==> config.mk <==
export PLATFORM = sky130hd
export DESIGN_NAME = bpe_weights
export DESIGN_NICKNAME = d
export VERILOG_FILES = /design/src/hdl/bezier_path_point_eval_defines.svh /design/src/hdl/bpe_pkg.sv /design/src/hdl/bpe_weights.sv
export SDC_FILE = /design/constraint.sdc
export NUM_CORES = 2
export LEC_CHECK = 0
export BUFFER_PORTS_ARGS = -buffer_cell sky130_fd_sc_hd__buf_2
export CORE_UTILIZATION = 50
export DETAILED_ROUTE_END_ITERATION = 8
export GPL_ROUTABILITY_DRIVEN = 0
export PLACE_DENSITY = 0.66
export SYNTH_ARGS = -nofsm -noshare
export SYNTH_HDL_FRONTEND = slang
export SYNTH_SLANG_ARGS = --single-unit
==> constraint.sdc <==
create_clock -name clk -period 10 [get_ports clk]
set_input_delay 0.5 -clock clk [delete_from_list [all_inputs] [get_ports clk]]
set_output_delay 0.5 -clock clk [all_outputs]
set_load 0.02 [all_outputs]
==> src/hdl/bezier_path_point_eval_defines.svh <==
// assertion macros shared by the bezier path point evaluator
// depends on nothing; included by files that carry assertions
`ifndef BEZIER_PATH_POINT_EVAL_DEFINES_SVH
`define BEZIER_PATH_POINT_EVAL_DEFINES_SVH

// implication checked on every rising clock edge outside reset
`define BPE_ASSERT_IMPL(lbl, clk_s, rst_s, ante, cons) \
  lbl: assert property (@(posedge clk_s) disable iff (!rst_s) (ante) |-> (cons)) \
    else $error("bpe check failed");

// implication whose consequent is checked in the cycle after the antecedent
`define BPE_ASSERT_NEXT(lbl, clk_s, rst_s, ante, cons) \
  lbl: assert property (@(posedge clk_s) disable iff (!rst_s) (ante) |=> (cons)) \
    else $error("bpe check failed");

`endif

==> src/hdl/bpe_pkg.sv <==
// package for the bezier path point evaluator: constants, types
// depends on nothing
package bpe_pkg;

  localparam int MaxPointsDef = 64;
  localparam int CoordBitsDef = 32;
  localparam int TIdxW        = 6;
  localparam int CoordW       = 32;
  localparam int TimeW        = 17;
  localparam int CntW         = 7;
  localparam logic [16:0] TimeOne = 17'd65536;

  // action codes
  localparam logic ActWrite = 1'b0;
  localparam logic ActEval  = 1'b1;

  // vector selector codes
  localparam logic [1:0] VecPos     = 2'd0;
  localparam logic [1:0] VecCtrlIn  = 2'd1;
  localparam logic [1:0] VecCtrlOut = 2'd2;

  // register indexes
  localparam logic [1:0] RegLinear = 2'd0;
  localparam logic [1:0] RegWrap   = 2'd1;
  localparam logic [1:0] RegCount  = 2'd2;

  typedef struct packed {
    logic linear_mode;
    logic wrap_enable;
    logic [CntW-1:0] point_count;
  } cfg_t;

  typedef struct packed {
    logic action;
    logic [TIdxW-1:0] point_index;
    logic [1:0] which_vector;
    logic signed [CoordW-1:0] in_x;
    logic signed [CoordW-1:0] in_y;
    logic signed [CoordW-1:0] in_z;
    logic [TimeW-1:0] seg_time;
  } in_item_t;

  typedef struct packed {
    logic signed [CoordW-1:0] out_x;
    logic signed [CoordW-1:0] out_y;
    logic signed [CoordW-1:0] out_z;
    logic ok;
  } out_item_t;

  // per-stage control carried with an item
  typedef struct packed {
    logic ok;
    logic zero;
    logic end_only;
    logic lin;
  } ctl_t;

endpackage

==> src/hdl/bpe_weights.sv <==
// bernstein weight pipeline: two registered multiply stages
// depends on bpe_pkg; advances when en is high
module bpe_weights (
  input  logic clk,
  input  logic en,
  input  logic [16:0] t_in,
  output logic [17:0] w0_q,
  output logic [17:0] w1_q,
  output logic [17:0] w2_q,
  output logic [17:0] w3_q,
  output logic [16:0] t_q
);
  logic [16:0] t1_r, u1_r, uu_r, tt_r;
  logic [16:0] u_nxt;
  logic [33:0] uu_nxt, tt_nxt;
  logic [35:0] w0_p, w1_p, w2_p, w3_p;

  assign u_nxt  = bpe_pkg::TimeOne - t_in;
  assign uu_nxt = u_nxt * u_nxt;
  assign tt_nxt = t_in * t_in;

  // stage one: squares
  always_ff @(posedge clk) begin
    if (en) begin
      t1_r <= t_in;
      u1_r <= u_nxt;
      uu_r <= uu_nxt[32:16];
      tt_r <= tt_nxt[32:16];
    end
  end

  assign w0_p = 36'(uu_r) * 36'(u1_r);
  assign w1_p = 36'(uu_r) * 36'(t1_r) * 36'd3;
  assign w2_p = 36'(u1_r) * 36'(tt_r) * 36'd3;
  assign w3_p = 36'(tt_r) * 36'(t1_r);

  // stage two: cubic weights
  always_ff @(posedge clk) begin
    if (en) begin
      w0_q <= w0_p[33:16];
      w1_q <= w1_p[33:16];
      w2_q <= w2_p[33:16];
      w3_q <= w3_p[33:16];
      t_q  <= t1_r;
    end
  end
endmodule

==> summary.md <==
| Metric | Value |
|---|---|
| Outcome | `completed` |
| Multi-input gate area | `0.0470 mm²` |
| Cts repair resizes | `0` |
| DIE WIDTH | `345 µm` |
| Largest net degree at the start of global routing | `60` |
| Ant diodes | `0` |
| Cell family with most CP delay | `adder cells` |
| Worst-path fanout max | `21` |
| Kind of end point of the critical path | `register` |
| Cts bufs inserted | `17` |
| Top cells by area, synth | `fa_1 43%, ha_1 15%, inv_1 11%` |
| # DRC | `0` |
| Area grow syn2layout | `4.90%` |
| Clock slew at reported path FFs | `80 ps` |
| Nets | `8402` |
| Max-cap violations | `0` |
| Post-synthesis register bit count | `156` |
| Final setup vio count | `0` |
| Final Non-Filler Cells | `7955` |
| Crit path DAT | `9270 ps` |
| R2R setup slack | `1020 ps` |
| Post-Place Cells | `7923` |
| Avg Inst Size Synth | `9.16 µm²` |
| Initial antenna violation count | `5` |
| R2r startpoint | `uu_r[4]` |
| Post-synth ARST share | `0` |
| Crit start category | `register` |
| Cells after Synth | `6436` |
| Hold Slack | `439 ps` |
| Dominant synthesized flop cell | `edfxtp_1` |
| Initial DRC Count | `2618` |
| Post-route cell area | `0.0619 mm²` |
| Clk_skew | `18.5 ps` |
| Tmin final | `8980 ps` |
| Post-CTS Setup Repair Bufs | `0` |
| F_max | `111 MHz` |
| Hold_buf cts | `0` |
| Layout cells sized above 1 | `0.0431` |
| Synth cell count leaders | `1669 x inv_1, 1272 x fa_1, 892 x nand2_1` |
| Sequential Area | `0.00468 mm²` |
| RSZ-0062 raised after global routing | `false` |
| Classification of the worst setup path | `register to register` |
| Synth Warn # | `0` |
| Clk_lat worst skew | `550 ps` |
| Setup TNS | `0 ps` |
| Tcrit/Tclk final | `0.898` |
| Core area | `0.117 mm²` |
| Worst setup path endpoint | `w1_q[17]` |
| Drt first pass iters | `7` |
| Clock tree buffer depth | `2` |
| Part of the Yosys area used for sequential elements | `0.0795` |
| Global-route wire length before repair | `240 mm` |
| Sink Count | `156` |
| Worst Setup SP | `uu_r[4]` |
| WP buf/inv | `3` |
| Io pins | `108` |
| Relative slew slack | `0.220` |
| Die H | `345 µm` |
| WL per Instance | `18.3 µm` |
| Post-DRT Antenna Nets | `0` |
| Via Count | `42000` |
| Routed WL | `145 mm` |
| Total GRT Usage | `0.255` |
| Fin. max-slew vios | `0` |
| Starting Density | `0.506` |
| Post-synth EDFFs | `156` |
| CTS tree | `done` |
| Cell taking the most area after synthesis | `fa_1` |
| Post-Place Cell Area | `0.0613 mm²` |
| Final Hold Fails | `0` |
| Distinct cells, synth | `77` |
| Post-synth net total | `8420` |
| CP required | `10300 ps` |
| Critical Path Slowest Stage Cell | `edfxtp_1` |
| Row Count | `125` |
| Critical R2R Capture | `w1_q[17]` |
| CTS root buf | `clkbuf_16` |
| HP Class | `input pin to register` |
| Cell count of the worst reg-to-reg path | `29` |
| Cell mode on critical path | `fa_1` |
| Vias in the first global route | `45700` |
| Actual slew at the worst max-slew pin | `1170 ps` |
| Crit path largest cell delay | `1130 ps` |
| Top cell type's share of synthesized area | `0.432` |
| Post-Syn Area | `0.0590 mm²` |
| Critical path depth | `29` |
| Vias/cell | `5.28` |
| H-tree depth | `4` |
| Post-DP HPWL | `118 mm` |
| Filler instances | `10600` |
| Grt ovf | `0` |
| Most numerous cell in the Yosys netlist | `inv_1` |
| Port Buffers | `107` |
| DIE AREA | `0.119 mm²` |
[state kept, by name, summed over array words and instances (netlist names)]
name and count:
t1_r 17, w0_q 18, w2_q 18, w1_q 18
uu_r 17, w3_q 18, t_q 17, u1_r 16
tt_r 17
[logic make-up (layout without fill, tap and decap cells)]
| group | after synthesis | count (layout) | share of synthesized area |
|---|---|---|---|
| flops | 156 | 156 | 0.0795 |
| fa+ha+maj | 1965 | 1965 | 0.579 |
| mux | 6 | 6 | 0.00104 |
| compound gates | 428 | 428 | 0.0489 |
| buf+inv | 1926 | 1921 | 0.123 |
| xor+xnor | 185 | 185 | 0.0280 |
| simple gates | 1770 | 1770 | 0.141 |
[cell type report]
cell class,instances,share of cell area
multi-input combinational,4354,0.761
timing repair buffer,210,0.0213
inverter,1679,0.102
clock buffer,17,0.00688
sequential,156,0.0757
tap,1524,0.0308
clock inverter,15,0.00275
[worst min-delay path by stage]
stage | depth (start not counted) | slack, ps | start | end
global route | 1 | 430 | t_in[1] | t1_r[1]
detailed placement | 0 | 470 | t1_r[15] | t_q[15]
global placement | 0 | 480 | t1_r[15] | t_q[15]
finish | 1 | 440 | en | w2_q[12]
floorplan | 0 | 420 | t1_r[0] | t_q[0]
CTS | 1 | 390 | t_in[1] | t1_r[1]
[worst reg2reg max path, delay by kind of cell (launching register included)]
family | cells | cell delay [ps]
and+or+nand+nor | 6 | 1270
AOI/OAI and AO/OA | 11 | 2470
adders and majority gates | 8 | 3300
xor gates and xnor gates | 1 | 100
DFF | 1 | 1130
buffers and inverters | 3 | 470
[through the flow]
stage	setup slack (ps)	util
finish	1020	0.531
global route	618	0.531
CTS	1120	0.531
detailed placement	1140	0.526
global placement	1280	0.526
floorplan	1870	-
[cell usage in the layout (no fill, tap or decap), types with 16 or more instances in the layout]
master,netlist,routed
inv_1,1669,1669
fa_1,1272,1272
nand2_1,892,892
ha_1,693,693
and2_1,489,489
nor2_1,191,191
edfxtp_1,156,156
xnor2_1,137,137
a21oi_1,115,115
buf_2,0,106
buf_4,0,103
o21ai_0,63,63
a21o_1,61,61
xor2_1,45,45
nor3_1,33,33
nor2b_1,33,33
nand3_1,28,28
nand2b_1,26,26
o21a_1,24,24
a211oi_1,22,22
and3_1,20,20
a31oi_1,19,19
clkbuf_16,0,17
or3_1,16,16
[routing by layer]
metal / up-vias / global-route usage / wire, µm / part of all wire
li1: 19100 / - / - / -
met1: 21400 / 0.348 / 63000 / 0.43
met2: 1368 / 0.421 / 68500 / 0.47
met3: 191 / 0.0416 / 10300 / 0.071
met4: 2 / 0.0658 / 3480 / 0.024
met5: - / 0 / 46 / 0.00032
Power is left out: the tool's default activity adds up to more than one toggle a clock period on the data nets, which glitch-free logic cannot reach.
